$ cat src/rtl/stok_pkg.sv
// ----------------------------------------------------------------------------
// stok_pkg: shared definitions for the S-expression tokenizer
// Result kinds, tokenizer modes, register indexes, character codes, the
// result record and the configuration write record.
// ----------------------------------------------------------------------------
package stok_pkg;

  localparam int unsigned MAX_ATOM_LEN = 255;
  localparam int unsigned CNT_W        = 8;
  localparam int unsigned POS_W        = 16;

  typedef enum logic [2:0] {
    KIND_OPEN  = 3'd0,
    KIND_CLOSE = 3'd1,
    KIND_QUOTE = 3'd2,
    KIND_BYTE  = 3'd3,
    KIND_DONE  = 3'd4,
    KIND_EOS   = 3'd5,
    KIND_ERR   = 3'd6
  } kind_e;

  typedef enum logic [1:0] {
    MODE_IDLE = 2'd0,
    MODE_ATOM = 2'd1,
    MODE_HALT = 2'd2
  } mode_e;

  typedef enum logic {
    REG_FIRST_LINE   = 1'b0,
    REG_FIRST_COLUMN = 1'b1
  } reg_idx_e;

  localparam logic [7:0] CH_SPACE  = 8'h20;
  localparam logic [7:0] CH_TAB    = 8'h09;
  localparam logic [7:0] CH_LF     = 8'h0A;
  localparam logic [7:0] CH_CR     = 8'h0D;
  localparam logic [7:0] CH_OPEN   = 8'h28;
  localparam logic [7:0] CH_CLOSE  = 8'h29;
  localparam logic [7:0] CH_QUOTE  = 8'h27;

  typedef struct packed {
    kind_e              kind;
    logic [7:0]         data_byte;
    logic [POS_W-1:0]   token_line;
    logic [POS_W-1:0]   token_column;
    logic [7:0]         atom_length;
    logic               last;
  } stok_res_t;

  typedef struct packed {
    logic             we;
    reg_idx_e         idx;
    logic [POS_W-1:0] wdata;
  } stok_cfg_t;

  // Saturating increment of a position counter.
  function automatic logic [POS_W-1:0] sat_inc(input logic [POS_W-1:0] v);
    sat_inc = (&v) ? v : v + POS_W'(1);
  endfunction

endpackage

$ cat src/rtl/stok_core.sv
// ----------------------------------------------------------------------------
// stok_core: tokenizer state and per-byte classification
// Holds mode, atom length and position counters; turns one accepted item
// into zero, one or two result records in a single combinational pass.
// ----------------------------------------------------------------------------
module stok_core
  import stok_pkg::*;
(
  input  logic             clk_i,
  input  logic             rst_ni,
  input  logic             step_en_i,
  input  logic [7:0]       in_byte_i,
  input  logic             in_eoi_i,
  input  stok_cfg_t        cfg_i,
  output stok_res_t [1:0]  res_o,
  output logic [1:0]       res_cnt_o
);

  mode_e            mode_q, mode_d, mode_s;
  logic [CNT_W-1:0] cnt_q, cnt_d, cnt_s;
  logic [POS_W-1:0] line_q, line_d, line_s;
  logic [POS_W-1:0] col_q, col_d, col_s;
  logic [POS_W-1:0] sline_q, sline_d, sline_s;
  logic [POS_W-1:0] scol_q, scol_d, scol_s;

  stok_res_t [1:0]  res;
  logic [1:0]       n;
  logic             slot;
  logic             idle_go;
  logic             do_byte;
  logic [CNT_W:0]   cnt1;

  always_comb begin
    mode_s  = mode_q;
    cnt_s   = cnt_q;
    line_s  = line_q;
    col_s   = col_q;
    sline_s = sline_q;
    scol_s  = scol_q;
    res     = '0;
    n       = 2'd0;
    slot    = 1'b0;
    idle_go = 1'b0;
    do_byte = 1'b0;
    cnt1    = '0;

    unique case (mode_q)
      MODE_IDLE, MODE_ATOM: begin
        if (in_eoi_i) begin
          if (mode_q == MODE_ATOM) begin
            res[0].kind         = KIND_DONE;
            res[0].token_line   = sline_q;
            res[0].token_column = scol_q;
            res[0].atom_length  = cnt_q;
            slot                = 1'b1;
          end
          res[slot].kind         = KIND_EOS;
          res[slot].token_line   = line_q;
          res[slot].token_column = col_q;
          n      = {1'b0, slot} + 2'd1;
          cnt_s  = '0;
          mode_s = MODE_HALT;
        end else if (mode_q == MODE_ATOM) begin
          case (in_byte_i) inside
            CH_SPACE, CH_TAB, CH_OPEN, CH_CLOSE, CH_CR, CH_LF: begin
              res[0].kind         = KIND_DONE;
              res[0].token_line   = sline_q;
              res[0].token_column = scol_q;
              res[0].atom_length  = cnt_q;
              n       = 2'd1;
              slot    = 1'b1;
              cnt_s   = '0;
              mode_s  = MODE_IDLE;
              idle_go = 1'b1;
            end
            default: begin
              do_byte = 1'b1;
            end
          endcase
        end else begin
          idle_go = 1'b1;
        end
      end
      default: begin
      end
    endcase

    // Handling of a byte between tokens; the slot follows any atom-done.
    if (idle_go) begin
      case (in_byte_i) inside
        CH_SPACE, CH_TAB: begin
          col_s = sat_inc(col_q);
        end
        CH_LF: begin
          line_s = sat_inc(line_q);
          col_s  = POS_W'(1);
        end
        CH_OPEN, CH_CLOSE, CH_QUOTE: begin
          res[slot].kind = (in_byte_i == CH_OPEN)  ? KIND_OPEN  :
                           (in_byte_i == CH_CLOSE) ? KIND_CLOSE : KIND_QUOTE;
          res[slot].token_line   = line_q;
          res[slot].token_column = col_q;
          n     = {1'b0, slot} + 2'd1;
          col_s = sat_inc(col_q);
        end
        CH_CR: begin
          res[slot].kind         = KIND_ERR;
          res[slot].token_line   = line_q;
          res[slot].token_column = col_q;
          n      = {1'b0, slot} + 2'd1;
          mode_s = MODE_HALT;
        end
        default: begin
          // A new atom starts here; only reached from between tokens.
          mode_s  = MODE_ATOM;
          sline_s = line_q;
          scol_s  = col_q;
          do_byte = 1'b1;
        end
      endcase
    end

    if (do_byte) begin
      cnt1 = (mode_q == MODE_ATOM) ? {1'b0, cnt_q} + (CNT_W+1)'(1) : (CNT_W+1)'(1);
      res[0].kind         = KIND_BYTE;
      res[0].data_byte    = in_byte_i;
      res[0].token_line   = sline_s;
      res[0].token_column = scol_s;
      col_s               = sat_inc(col_q);
      n                   = 2'd1;
      if (cnt1 >= (CNT_W+1)'(MAX_ATOM_LEN)) begin
        res[1].kind         = KIND_DONE;
        res[1].token_line   = sline_s;
        res[1].token_column = scol_s;
        res[1].atom_length  = cnt1[CNT_W] ? 8'hFF : cnt1[7:0];
        n      = 2'd2;
        cnt_s  = '0;
        mode_s = MODE_IDLE;
      end else begin
        cnt_s = cnt1[CNT_W-1:0];
      end
    end

    if (n == 2'd2) begin
      res[1].last = 1'b1;
    end else if (n == 2'd1) begin
      res[0].last = 1'b1;
    end
  end

  // Commit on a consumed item; a register write reloads its counter at once.
  always_comb begin
    mode_d  = step_en_i ? mode_s  : mode_q;
    cnt_d   = step_en_i ? cnt_s   : cnt_q;
    line_d  = step_en_i ? line_s  : line_q;
    col_d   = step_en_i ? col_s   : col_q;
    sline_d = step_en_i ? sline_s : sline_q;
    scol_d  = step_en_i ? scol_s  : scol_q;
    if (cfg_i.we) begin
      unique case (cfg_i.idx)
        REG_FIRST_LINE:   line_d = cfg_i.wdata;
        REG_FIRST_COLUMN: col_d  = cfg_i.wdata;
        default: begin
        end
      endcase
    end
  end

  always_ff @(posedge clk_i or negedge rst_ni) begin
    if (!rst_ni) begin
      mode_q  <= MODE_IDLE;
      cnt_q   <= '0;
      line_q  <= POS_W'(1);
      col_q   <= POS_W'(1);
      sline_q <= '0;
      scol_q  <= '0;
    end else begin
      mode_q  <= mode_d;
      cnt_q   <= cnt_d;
      line_q  <= line_d;
      col_q   <= col_d;
      sline_q <= sline_d;
      scol_q  <= scol_d;
    end
  end

  assign res_o     = res;
  assign res_cnt_o = n;

  // Once halted, only a reset brings the tokenizer back.
  a_halt_sticky: assert property (@(posedge clk_i) disable iff (!rst_ni)
    mode_q == MODE_HALT |=> mode_q == MODE_HALT)
    else $error("tokenizer left the halted mode");

  // When an item gives two results, one of them closes an atom: either the
  // first (a delimiter or end of input after an atom) or the second (the
  // byte that brings an atom to its length limit).
  a_pair_has_done: assert property (@(posedge clk_i) disable iff (!rst_ni)
    step_en_i && res_cnt_o == 2'd2 |->
      (res_o[0].kind == KIND_DONE || res_o[1].kind == KIND_DONE))
    else $error("two results without an atom-done");

endmodule

$ cat src/rtl/stok_obuf.sv
// ----------------------------------------------------------------------------
// stok_obuf: two-entry result buffer
// Takes the zero, one or two results of an item at once and hands them
// out one per transaction on the output stream.
// ----------------------------------------------------------------------------
module stok_obuf
  import stok_pkg::*;
(
  input  logic            clk_i,
  input  logic            rst_ni,
  input  logic            push_i,
  input  stok_res_t [1:0] res_i,
  input  logic [1:0]      res_cnt_i,
  output logic            can_take_o,
  output logic            valid_o,
  input  logic            ready_i,
  output stok_res_t       head_o
);

  stok_res_t [1:0] slot_q, slot_d;
  logic [1:0]      cnt_q, cnt_d;
  logic            pop;

  assign pop        = (cnt_q != 2'd0) && ready_i;
  assign can_take_o = (cnt_q == 2'd0) || ((cnt_q == 2'd1) && ready_i);

  always_comb begin
    slot_d = slot_q;
    cnt_d  = cnt_q;
    if (push_i) begin
      slot_d = res_i;
      cnt_d  = res_cnt_i;
    end else if (pop) begin
      slot_d[0] = slot_q[1];
      cnt_d     = cnt_q - 2'd1;
    end
  end

  always_ff @(posedge clk_i or negedge rst_ni) begin
    if (!rst_ni) begin
      cnt_q <= 2'd0;
    end else begin
      cnt_q <= cnt_d;
    end
  end

  always_ff @(posedge clk_i) begin
    slot_q <= slot_d;
  end

  assign valid_o = (cnt_q != 2'd0);
  assign head_o  = slot_q[0];

  a_cnt_range: assert property (@(posedge clk_i) disable iff (!rst_ni)
    cnt_q != 2'd3)
    else $error("result buffer holds more than two entries");

  // A full buffer holds the two results of one item, so its head is not last.
  a_full_head_not_last: assert property (@(posedge clk_i) disable iff (!rst_ni)
    cnt_q == 2'd2 |-> !slot_q[0].last)
    else $error("head of a full result buffer is marked last");

endmodule

$ cat src/rtl/sexpr_tokenizer_unit.sv
// ----------------------------------------------------------------------------
// sexpr_tokenizer_unit: byte-serial S-expression tokenizer
// Input register, tokenizer core and two-entry result buffer behind a
// stream interface, plus a plain register write port.
// ----------------------------------------------------------------------------
// One text byte (or an end-of-input mark) enters per transaction and the
// block takes a new one every cycle while the output side is ready and each
// byte gives at most one result; a byte with two results (an atom-done
// followed by a paren, a CR or an end-of-stream, or a full-length atom's
// last byte and its done) holds the input side until the result buffer has
// room, since the output stream moves at most one result per cycle. The
// rate is set by that output port. Items are held in the input register,
// results in the buffer. Parens and quote give a token tagged with its start
// line and column; other bytes form atoms, each byte passed on and closed by
// an atom-done that carries the length (at most 255 bytes, then the atom is
// closed). A CR between tokens gives an error result and end of input gives
// an end-of-stream result; either halts the block, which then swallows all
// further input without results until reset. Writing register 0 or 1 sets
// the current line or column at once; write only while the block is idle.
// ----------------------------------------------------------------------------
module sexpr_tokenizer_unit
  import stok_pkg::*;
(
  input  logic        clk_i,
  input  logic        rst_ni,
  // Input stream. tdata: in_byte[7:0]. tuser: end_of_input[0].
  input  logic        s_tvalid_i,
  output logic        s_tready_o,
  input  logic [7:0]  s_tdata_i,
  input  logic [0:0]  s_tuser_i,
  // Output stream. tdata: data_byte[7:0], token_line[23:8],
  // token_column[39:24], atom_length[47:40]. tuser: kind[2:0].
  output logic        m_tvalid_o,
  input  logic        m_tready_i,
  output logic [47:0] m_tdata_o,
  output logic [2:0]  m_tuser_o,
  output logic        m_tlast_o,
  // Register write port: 0 first_line, 1 first_column.
  input  logic        cfg_we_i,
  input  logic [0:0]  cfg_idx_i,
  input  logic [15:0] cfg_wdata_i
);

  // Input register: holds one item until the result buffer has room for
  // everything it may produce.
  logic       in_v_q, in_v_d;
  logic [7:0] in_byte_q, in_byte_d;
  logic       in_eoi_q, in_eoi_d;
  logic       can_take;
  logic       step_en;
  logic       load;

  stok_cfg_t       cfg;
  stok_res_t [1:0] res;
  logic [1:0]      res_cnt;
  stok_res_t       head;

  assign step_en    = in_v_q && can_take;
  assign s_tready_o = !in_v_q || step_en;
  assign load       = s_tvalid_i && s_tready_o;

  always_comb begin
    in_v_d    = load ? 1'b1 : (step_en ? 1'b0 : in_v_q);
    in_byte_d = load ? s_tdata_i    : in_byte_q;
    in_eoi_d  = load ? s_tuser_i[0] : in_eoi_q;
  end

  always_ff @(posedge clk_i or negedge rst_ni) begin
    if (!rst_ni) begin
      in_v_q <= 1'b0;
    end else begin
      in_v_q <= in_v_d;
    end
  end

  always_ff @(posedge clk_i) begin
    in_byte_q <= in_byte_d;
    in_eoi_q  <= in_eoi_d;
  end

  assign cfg.we    = cfg_we_i;
  assign cfg.idx   = reg_idx_e'(cfg_idx_i[0]);
  assign cfg.wdata = cfg_wdata_i;

  stok_core u_core (
    .clk_i     (clk_i),
    .rst_ni    (rst_ni),
    .step_en_i (step_en),
    .in_byte_i (in_byte_q),
    .in_eoi_i  (in_eoi_q),
    .cfg_i     (cfg),
    .res_o     (res),
    .res_cnt_o (res_cnt)
  );

  stok_obuf u_obuf (
    .clk_i      (clk_i),
    .rst_ni     (rst_ni),
    .push_i     (step_en),
    .res_i      (res),
    .res_cnt_i  (res_cnt),
    .can_take_o (can_take),
    .valid_o    (m_tvalid_o),
    .ready_i    (m_tready_i),
    .head_o     (head)
  );

  assign m_tdata_o = {head.atom_length, head.token_column, head.token_line,
                      head.data_byte};
  assign m_tuser_o = head.kind;
  assign m_tlast_o = head.last;

endmodule

$ cat config.mk
export PLATFORM = sky130hd
export DESIGN_NAME = sexpr_tokenizer_unit
export DESIGN_NICKNAME = d
export VERILOG_FILES = /design/src/rtl/stok_pkg.sv /design/src/rtl/stok_core.sv /design/src/rtl/stok_obuf.sv /design/src/rtl/sexpr_tokenizer_unit.sv
export SDC_FILE = /design/constraint.sdc
export NUM_CORES = 1
export LEC_CHECK = 0
export BUFFER_PORTS_ARGS = -buffer_cell sky130_fd_sc_hd__buf_2
export CORE_AREA = 2 2 168 154
export CTS_BUF_LIST = sky130_fd_sc_hd__clkbuf_8
export CTS_CLUSTER_DIAMETER = 200
export DETAILED_ROUTE_END_ITERATION = 10
export DIE_AREA = 0 0 170 156
export PLACE_DENSITY = 0.58
export SLEW_MARGIN = 20
export SYNTH_ARGS = -nofsm -noshare
export SYNTH_HDL_FRONTEND = slang
export SYNTH_SLANG_ARGS = --single-unit
$ cat constraint.sdc
create_clock -name clk_i -period 5.7 [get_ports clk_i]
set_input_delay 0.855 -clock clk_i [delete_from_list [all_inputs] [get_ports clk_i]]
set_output_delay 0.855 -clock clk_i [all_outputs]
set_load 0.02 [all_outputs]
==> results of run 1 <==
## flip-flops by register name (all words and copies together) (netlist names), 8 cells and up
name            count
u_core.scol_q      16
u_core.line_q      16
u_obuf.slot_q      44
u_obuf.head_o      52
in_byte_q           8
u_core.cnt_q        8
u_core.col_q       16
u_core.sline_q     16
## worst paths after layout
path                       slack [ns]  cells past startpoint         startpoint                end
min in group clk_i               0.53                      2  u_obuf.slot_q[60]   u_obuf.head_o[8]
max in group asynchronous        4.63                      2             rst_ni    u_core.col_q[4]
min reg2reg                      0.53                      2  u_obuf.slot_q[60]   u_obuf.head_o[8]
max reg2reg                      2.50                      5           in_eoi_q   u_core.scol_q[9]
min                              0.18                      1             rst_ni  u_core.scol_q[10]
max                              2.50                      5           in_eoi_q   u_core.scol_q[9]
## kinds of logic (layout without fill, tap and decap cells)
kind of cell	Yosys count	after routing	synth area share [%]
simple gates	314	314	16.3
compound gates	209	209	15.7
flops	182	182	51.9
buf+inv	131	140	7.91
mux	58	58	6.38
xor+xnor	13	13	1.16
fa+ha+maj	5	5	0.639
## stage by stage
step	hold WS (ns)	instance area [sq um]	utilization [%]	worst slack [ns]	cells
final	0.178	10400	42.0	2.50	1234
after CTS	0.151	10400	42.0	2.58	1234
after global placement	0.510	9970	40.2	2.74	1202
after floorplan	0.495	9790	-	2.28	912
after global routing	0.163	10400	42.0	2.41	1234
after detailed placement	0.514	9970	40.2	2.61	1202
## routing by layer
| metal | wire (microns) | vias up |
|---|---|---|
| met5 | 0 | - |
| met4 | 493 | 0 |
| met3 | 1320 | 32 |
| met2 | 10700 | 220 |
| met1 | 11400 | 3474 |
| li1 | - | 3338 |
## final cells by class
type	instances	area share (%)
sequential	182	48.8
inverter	15	0.553
clock inverter	15	1.94
timing repair buffer	93	4.75
multi-input combinational	599	37.9
tap	313	3.76
clock buffer	17	2.25
## cell usage in the layout, fill, tap and decap left out, drive strengths merged, types with 7 or more instances in the layout
master,instances
o21ai,57
mux2,35
xnor2,12
nand3,29
inv,20
clkbuf,17
nand4,13
nor4,10
a221oi,34
dfrtp,75
nor3,14
and2,7
nor2,102
nand2,88
a22o,32
edfxtp,105
buf,93
a21oi,25
o211ai,10
and3,13
mux2i,23
or3,8
## worst max-delay path: cells and delay by family, from the launching register on
kind	cells	cell delay [ns]
AND/OR/NAND/NOR	4	2.03
multiplexers	1	0.50
flip-flops	1	0.55
## where the power goes
group          total [mW]  switching (mW)  internal [mW]
Clock               0.981           0.500          0.482
Sequential           2.16           0.205           1.95
Combinational        1.40           0.970          0.434
==> impl_metrics.csv, run 1 <==
group,metric,value,unit
timing,timing_hold_violations_final,0,
worst_setup_path,worstPathRequired,6.06,ns
clock_tree,cts_buffers,17,
status,outcome,"finished clean",
final_layout,multi_input_logic_area,3950,sq um
yosys,synth_sequential_area_ratio,51.9,%
yosys,synth_area,9790,sq um
route,drt-initial-drc-count,470,
yosys,dominantRegCellSynth,"sky130_fd_sc_hd__edfxtp_1",
timing,timing.fmax,0.312,GHz
power_and_ir_drop,vdd_drop_max,0.305,mV
worst_setup_path,timing.critical_path.cells,"nor2_1 -> nand3_1 -> nor2_2 -> nand2_2 -> mux2_2",
global_routing,global_routing_met2_resource_utilization,27.2,%
clock_tree,cts_max_path_buffers,2,
final_layout,fillerInstances,2378,
floorplanning,die-area,26500,sq um
clock_tree,htree_levels,4,
floorplanning,top_level_ports,85,
worst_setup_path,timing.critical_path.to_type,"flip-flop",
route,route.detailed.vias_per_inst,5.72,
timing,min_period_over_period,56.2,%
clock_tree,hold_buffers,0,
global_routing,wire_length_of_the_first_global_routing_pass,37200,microns
timing,maxSlewHeadroom,30.7,%
timing,min_period,3.20,ns
floorplanning,die_width,170,microns
route,antenna_left,0,
timing,worst_slew_pin_tran,1.03,ns
timing,unrepaired_setup_endpoints_after_global_routing,"no",
power_and_ir_drop,leakagePower,4.01,nW
route,routed-via-count,7064,
yosys,synth_area_leader_cell,"sky130_fd_sc_hd__edfxtp_1",
yosys,synth.area.top_cells,"sky130_fd_sc_hd__edfxtp_1 32%, sky130_fd_sc_hd__dfrtp_1 19%, sky130_fd_sc_hd__buf_4 4.3%",
yosys,gate_count_post_synth,912,
worst_setup_path,cp-start-kind,"flip-flop",
global_routing,busiest_layer,"met2",
placed_design,io_buffers,84,
clock_tree,clock_tree_from_tritoncts,"done",
worst_setup_path,crit_type,"flip-flop to flip-flop",
floorplanning,placeable_core_region,24800,sq um
worst_setup_path,critical_path_slowest_stage_cell,"sky130_fd_sc_hd__nand2_2",
floorplanning,die_span_y,156,microns
yosys,synth_top_area_share,32.2,%
yosys,synth-seq-cells,182,
yosys,syn_area_per_cell,10.7,sq um
floorplanning,placement_rows,55,
global_routing,grt_pass1_vias,6515,
timing,final_number_of_setup_violating_endpoints,0,
route,routed_wire_length_per_instance,19.3,microns
floorplanning,initial_standard_cell_utilization_of_the_core,39.5,%
clock_tree,clock-root-buffer,"sky130_fd_sc_hd__clkbuf_8",
clock_tree,worst_skew_pair.late_latency,0.47,ns
global_routing,global_route.usage.total,18.2,%
final_layout,layout.area.seq,5080,sq um
yosys,synth.top_cells.by_count,"105 x sky130_fd_sc_hd__edfxtp_1, 100 x sky130_fd_sc_hd__nor2_1, 87 x sky130_fd_sc_hd__nand2_1",
timing,finalMaxSlewViolations,0,
global_routing,grt_start_max_net_pins,74,
min_path,worst_min_path_class,"input pin to async pin",
route,detail_route.wirelength,23800,microns
final_layout,syn2layout_area_growth,6.38,%
final_layout,fin_nets,944,
final_layout,num_antenna_cells,0,
global_routing,initial_antenna_violation_count,0,
route,drcViolationCount,0,
yosys,synth-edff-count,105,
worst_setup_path,crit_path_max_incr_delay,0.65,ns
timing,fin_clk_skew,0.0125,ns
yosys,net_count_synth,948,
clock_tree,post-cts-setup-buffer-count,0,
yosys,synth_most_common_cell,"sky130_fd_sc_hd__edfxtp_1",
global_routing,grt_overflow,0,
power_and_ir_drop,p_total,4.54,mW
placed_design,globalplace.congestion,0.908,
global_routing,grt_use_met3,3.12,%
yosys,yosys_warnings,0,
worst_setup_path,path_max_fanout,33,
worst_setup_path,arrival,3.56,ns
run,max-cap-violations,0,
final_layout,share_of_cells_above_drive_strength_1,20.6,%
clock_tree,cts.clk_slew.worst_paths,0.10,ns
yosys,asyncSetResetFlopFracSynth,42.3,%
clock_tree,numClockSinks,182,
global_routing,met1_usage,26.5,%
clock_tree,post_cts.resized_instances,0,
power_and_ir_drop,powerDensity,436,nW/um^2
timing,setup-tns-final,0,ns
route,drt_pass1_iterations,5,
yosys,synthDistinctLibCells,84,
placed_design,hpwlAfterDp,15700,microns
Note: power is estimated with default switching activity, not from simulation.
==> inputs of run 2 (changes only) <==
Settings changed: PLACE_DENSITY 0.58 to 0.6.
Clock period 5.7 ns to 2.85 ns, I/O delays scaled along.
==> impl_metrics.csv, run 2 (synthesis gave the netlist of run 1 again) <==
group,metric,value,unit
placed_design,globalplace.congestion,0.922,
worst_setup_path,crit_type,"flip-flop to flip-flop",
power_and_ir_drop,cellInternalPower,5.59,mW
worst_setup_path,timing.critical_path.to_type,"flip-flop",
final_layout,instances_no_fill,1266,
floorplanning,top_level_ports,85,
route,drt_pass1_iterations,5,
route,routed-via-count,7093,
placed_design,preCtsSetupSlack,0.320,ns
global_routing,initial_antenna_violation_count,0,
route,detail_route.wirelength,23800,microns
global_routing,grt_pass1_vias,6777,
worst_setup_path,cp-start-kind,"flip-flop",
clock_tree,cts_buffers,17,
worst_setup_path,arrival,2.86,ns
global_routing,wire_length_of_the_first_global_routing_pass,37900,microns
route,route.detailed.vias_per_inst,5.60,
power_and_ir_drop,leakagePower,4.16,nW
clock_tree,post_cts.resized_instances,0,
final_layout,post-route-util,43.0,%
floorplanning,placeable_core_region,24800,sq um
timing,maxSlewHeadroom,53.5,%
power_and_ir_drop,power.sequential.fraction,48.1,%
route,routed_wire_length_per_instance,18.8,microns
global_routing,grt_overflow,0,
clock_tree,clock_tree_from_tritoncts,"done",
clock_tree,cts_max_path_buffers,2,
timing,unrepaired_setup_endpoints_after_global_routing,"no",
timing,min_period,2.60,ns
final_layout,syn2layout_area_growth,8.80,%
route,antenna_left,0,
global_routing,grt_start_max_net_pins,94,
clock_tree,cts.clk_slew.worst_paths,0.10,ns
final_layout,fillerInstances,2391,
final_layout,num_antenna_cells,0,
global_routing,global_route.usage.total,18.4,%
clock_tree,post-cts-setup-buffer-count,0,
floorplanning,placement_rows,55,
clock_tree,htree_levels,4,
timing,worst_slew_pin_tran,0.695,ns
final_layout,max_reg_flops,52,
timing,timing_hold_violations_final,0,
power_and_ir_drop,vdd_drop_max,0.629,mV
min_path,hold_path.startpoint,"s_tdata_i[4]",
final_layout,layout.cells.most_common,"sky130_fd_sc_hd__edfxtp_1",
final_layout,fin_nets,976,
placed_design,hpwlAfterDp,16300,microns
clock_tree,worst_skew_pair.late_latency,0.47,ns
clock_tree,numClockSinks,182,
timing,fin_clk_skew,0.0118,ns
route,drt-initial-drc-count,620,
timing,timing.fmax,0.385,GHz
power_and_ir_drop,share_clk_of_total_power,19.4,%
floorplanning,die_width,170,microns
floorplanning,die_span_y,156,microns
worst_setup_path,path_max_fanout,10,
min_path,worst_min_path_class,"input pin to flip-flop",
power_and_ir_drop,powerDensity,838,nW/um^2
clock_tree,clock-root-buffer,"sky130_fd_sc_hd__clkbuf_8",
status,outcome,"finished clean",
worst_setup_path,worstPathRequired,3.11,ns
worst_setup_path,beginning_of_the_worst_register_to_register_path,"in_byte_q[2]",
run,max-cap-violations,0,
power_and_ir_drop,power.net_switching,3.33,mW
floorplanning,initial_standard_cell_utilization_of_the_core,39.5,%
timing,final_setup_slack_of_the_worst_path,0.250,ns
floorplanning,die-area,26500,sq um
power_and_ir_drop,switching_share,37.4,%
route,drcViolationCount,0,
timing,final_number_of_setup_violating_endpoints,0,
placed_design,io_buffers,84,
timing,min_period_over_period,91.2,%
placed_design,place.detailed.instances,1233,
timing,setup-tns-final,0,ns
final_layout,most-common-layout-cells,"105 x sky130_fd_sc_hd__edfxtp_1, 99 x sky130_fd_sc_hd__nor2_1, 86 x sky130_fd_sc_hd__nand2_1",
power_and_ir_drop,combinationalPowerShare,32.5,%
final_layout,share_of_cells_above_drive_strength_1,23.4,%
timing,finalMaxSlewViolations,0,
worst_setup_path,worst_setup_path_startpoint,"in_byte_q[2]",
==> run 2: power groups by stage <==
stage | Sequential [mW] | Combinational (mW) | Clock (mW)
after floorplan | 4.18 | 2.51 | 0
after global placement | 4.34 | 2.90 | 0
after detailed placement | 4.34 | 2.94 | 0
after CTS | 4.29 | 2.94 | 1.79
after global routing | 4.38 | 3.23 | 1.88
final | 4.29 | 2.90 | 1.73
==> run 2: stage by stage <==
stage | instance area [sq um] | power (mW) | hold slack [ns]
2_1_floorplan | 9790 | 6.70 | 0.132
3_3_place_gp | 10200 | 7.25 | 0.413
3_5_place_dp | 10200 | 7.28 | 0.410
4_1_cts | 10600 | 9.02 | 0.0995
5_1_grt | 10600 | 9.49 | 0.100
6_report | 10600 | 8.92 | 0.128
==> run 2: timing repair <==
item                                   in CTS  in global routing
hold buffers                                1                  0
setup endpoints to repair                   0                  0
endpoints found under the hold margin      30                  0
==> run 2: routing by layer <==
| metal | share of wire [%] | GRT usage, % | wire [microns] | up-vias |
|---|---|---|---|---|
| met5 | 0 | 0 | 0 | - |
| met4 | 1.5 | 5.62 | 354 | 0 |
| met3 | 5.5 | 3.37 | 1310 | 24 |
| met2 | 45 | 28.2 | 10800 | 203 |
| met1 | 48 | 26.4 | 11300 | 3474 |
| li1 | - | - | - | 3392 |
==> run 2: cell type report <==
| cell class | instances | area (sq um) | area share (%) |
|---|---|---|---|
| sequential | 182 | 5080 | 47.7 |
| timing repair buffer | 125 | 783 | 7.36 |
| multi-input combinational | 599 | 3950 | 37.1 |
| clock buffer | 19 | 262 | 2.46 |
| tap | 313 | 392 | 3.68 |
| inverter | 15 | 57.6 | 0.541 |
| clock inverter | 13 | 125 | 1.18 |
==> run 2: final timing paths <==
| kind | end | slack [ns] | cells past startpoint |
|---|---|---|---|
| worst max-delay path | u_obuf.head_o[30] | 0.25 | 7 |
| max in group asynchronous | u_core.line_q[0] | 1.74 | 3 |
| worst min register to register | u_obuf.head_o[6] | 0.53 | 2 |
| worst min-delay path | in_byte_q[4] | 0.13 | 1 |
| worst max register to register | u_obuf.head_o[30] | 0.25 | 7 |
| min in group asynchronous | u_core.mode_q[0] | 0.45 | 2 |
==> run 2: worst max-delay path, cell delays in order, from the launching register on <==
cell and delay, ns:
sky130_fd_sc_hd__edfxtp_1 0.54, sky130_fd_sc_hd__or4b_4 0.56, sky130_fd_sc_hd__o21a_1 0.11, sky130_fd_sc_hd__o21ai_0 0.35
sky130_fd_sc_hd__a221oi_2 0.13, sky130_fd_sc_hd__buf_4 0.22, sky130_fd_sc_hd__mux2i_1 0.13, sky130_fd_sc_hd__a211oi_1 0.34
==> inputs of run 3 (changes only) <==
Settings changed: CORE_AREA 2 2 168 154 to 2 2 114 227, DIE_AREA 0 0 170 156 to 0 0 116 229.
==> impl_metrics.csv, run 3 (synthesis gave the netlist of run 1 again) <==
group,metric,value,unit
floorplanning,top_level_ports,85,
floorplanning,initial_standard_cell_utilization_of_the_core,39.4,%
timing,fin_clk_skew,0.0185,ns
clock_tree,clock-root-buffer,"sky130_fd_sc_hd__clkbuf_8",
route,drcViolationCount,0,
worst_setup_path,worstPathRequired,3.05,ns
clock_tree,numClockSinks,182,
timing,hold_ws,0.107,ns
floorplanning,die_width,116,microns
final_layout,num_antenna_cells,0,
clock_tree,post-cts-setup-buffer-count,0,
timing,worst_slew_pin_tran,0.788,ns
timing,min_period_over_period,91.9,%
worst_setup_path,cp-start-kind,"flip-flop",
timing,timing.fmax,0.382,GHz
power_and_ir_drop,p_total,9.00,mW
power_and_ir_drop,vdd_drop_max,0.761,mV
timing,unrepaired_setup_endpoints_after_global_routing,"no",
power_and_ir_drop,leakagePower,4.14,nW
final_layout,syn2layout_area_growth,8.53,%
worst_setup_path,timing.critical_path.to_type,"flip-flop",
route,drt-initial-drc-count,438,
floorplanning,placement_rows,82,
floorplanning,die-area,26600,sq um
final_layout,instances_no_fill,1283,
worst_setup_path,crit_type,"flip-flop to flip-flop",
route,detail_route.wirelength,24400,microns
final_layout,max_reg_flops,52,
global_routing,wire_length_of_the_first_global_routing_pass,38300,microns
timing,min_period,2.62,ns
route,route.detailed.vias_per_inst,5.58,
global_routing,grt_overflow,0,
clock_tree,cts.clk_slew.worst_paths,0.09,ns
route,drt_pass1_iterations,5,
worst_setup_path,path_max_fanout,23,
clock_tree,cts_max_path_buffers,2,
status,outcome,"finished clean",
final_layout,layout.cells.most_common,"sky130_fd_sc_hd__edfxtp_1",
clock_tree,clock_tree_from_tritoncts,"done",
run,max-cap-violations,0,
clock_tree,htree_levels,4,
placed_design,hpwlAfterDp,16900,microns
timing,finalMaxSlewViolations,0,
route,routed-via-count,7158,
floorplanning,placeable_core_region,24800,sq um
final_layout,most-common-layout-cells,"105 x sky130_fd_sc_hd__edfxtp_1, 99 x sky130_fd_sc_hd__nor2_1, 86 x sky130_fd_sc_hd__nand2_1",
timing,final_number_of_setup_violating_endpoints,0,
floorplanning,die_span_y,229,microns
final_layout,fin_nets,970,
global_routing,global_route.usage.total,18.8,%
worst_setup_path,arrival,2.81,ns
route,routed_wire_length_per_instance,19.0,microns
clock_tree,hold_buffers,1,
placed_design,io_buffers,84,
global_routing,initial_antenna_violation_count,0,
placed_design,globalplace.congestion,0.915,
clock_tree,cts_buffers,17,
global_routing,grt_start_max_net_pins,55,
final_layout,share_of_cells_above_drive_strength_1,22.5,%
global_routing,grt_pass1_vias,6895,
clock_tree,post_cts.resized_instances,0,
placed_design,place.detailed.instances,1250,
min_path,worst_min_path_class,"input pin to flip-flop",
timing,setup-tns-final,0,ns
power_and_ir_drop,powerDensity,848,nW/um^2
route,antenna_left,0,
clock_tree,worst_skew_pair.late_latency,0.50,ns
timing,timing_hold_violations_final,0,
timing,maxSlewHeadroom,47.5,%
[run 3: changes by cell type in the layout (fill, tap and decap cells not counted), moves of 2 or more]
cell / previous run / this run
sky130_fd_sc_hd__inv_6: 2 / 0
sky130_fd_sc_hd__inv_1: 15 / 18
sky130_fd_sc_hd__buf_4: 37 / 32
sky130_fd_sc_hd__clkinv_4: 6 / 1
sky130_fd_sc_hd__clkbuf_8: 19 / 21
[run 3: worst paths after layout]
| kind | cells past startpoint | endpoint | startpoint | slack (ns) |
|---|---|---|---|---|
| max in group asynchronous | 3 | u_core.line_q[1] | rst_ni | 1.70 |
| hold reg to reg | 2 | u_obuf.head_o[1] | u_obuf.slot_q[53] | 0.53 |
| setup / recovery | 7 | u_obuf.head_o[0] | in_eoi_q | 0.23 |
| setup reg to reg | 7 | u_obuf.head_o[0] | in_eoi_q | 0.23 |
| hold / removal | 1 | in_eoi_q | s_tuser_i | 0.11 |
| min in group asynchronous | 2 | u_core.col_q[6] | rst_ni | 0.44 |
[run 3: worst max-delay path, cell delays in order, from the launching register on]
cell                       delay [ns]
sky130_fd_sc_hd__edfxtp_1        0.60
sky130_fd_sc_hd__inv_1           0.27
sky130_fd_sc_hd__a41oi_1         0.15
sky130_fd_sc_hd__a31oi_1         0.32
sky130_fd_sc_hd__nor2_1          0.07
sky130_fd_sc_hd__buf_4           0.24
sky130_fd_sc_hd__nor3_1          0.48
sky130_fd_sc_hd__o21ai_0         0.19
[run 3: layout make-up]
cell class / instances / area, sq um
multi-input cells: 599 / 3940
flip-flops and latches: 182 / 5080
fillers: 2443 / 14200
repair buffers: 119 / 726
clock inverters: 11 / 108
well taps: 336 / 420
clock buffers: 21 / 289
inverters: 15 / 56.3
[run 3: power breakdown]
part           switching, mW  total (mW)  internal, mW
clock                  0.941        1.80         0.858
combinational           2.00        2.93         0.930
sequential             0.374        4.27          3.90
[run 3: per-stage QoR]
stage | instance area, sq um | setup slack (ns) | utilization, %
3_3_place_gp | 10200 | 0.290 | 41.1
4_1_cts | 10600 | 0.257 | 42.8
2_1_floorplan | 9790 | 0.376 | -
3_5_place_dp | 10200 | 0.283 | 41.1
6_report | 10600 | 0.231 | 42.8
5_1_grt | 10600 | 0.0532 | 42.8
[run 3: layer usage]
| metal | track usage [%] | wire length [microns] | up-vias |
|---|---|---|---|
| li1 | - | - | 3380 |
| met1 | 24.8 | 10500 | 3499 |
| met2 | 30.4 | 12200 | 241 |
| met3 | 3.55 | 1110 | 38 |
| met4 | 7.18 | 678 | 0 |
| met5 | 0 | 0 | - |
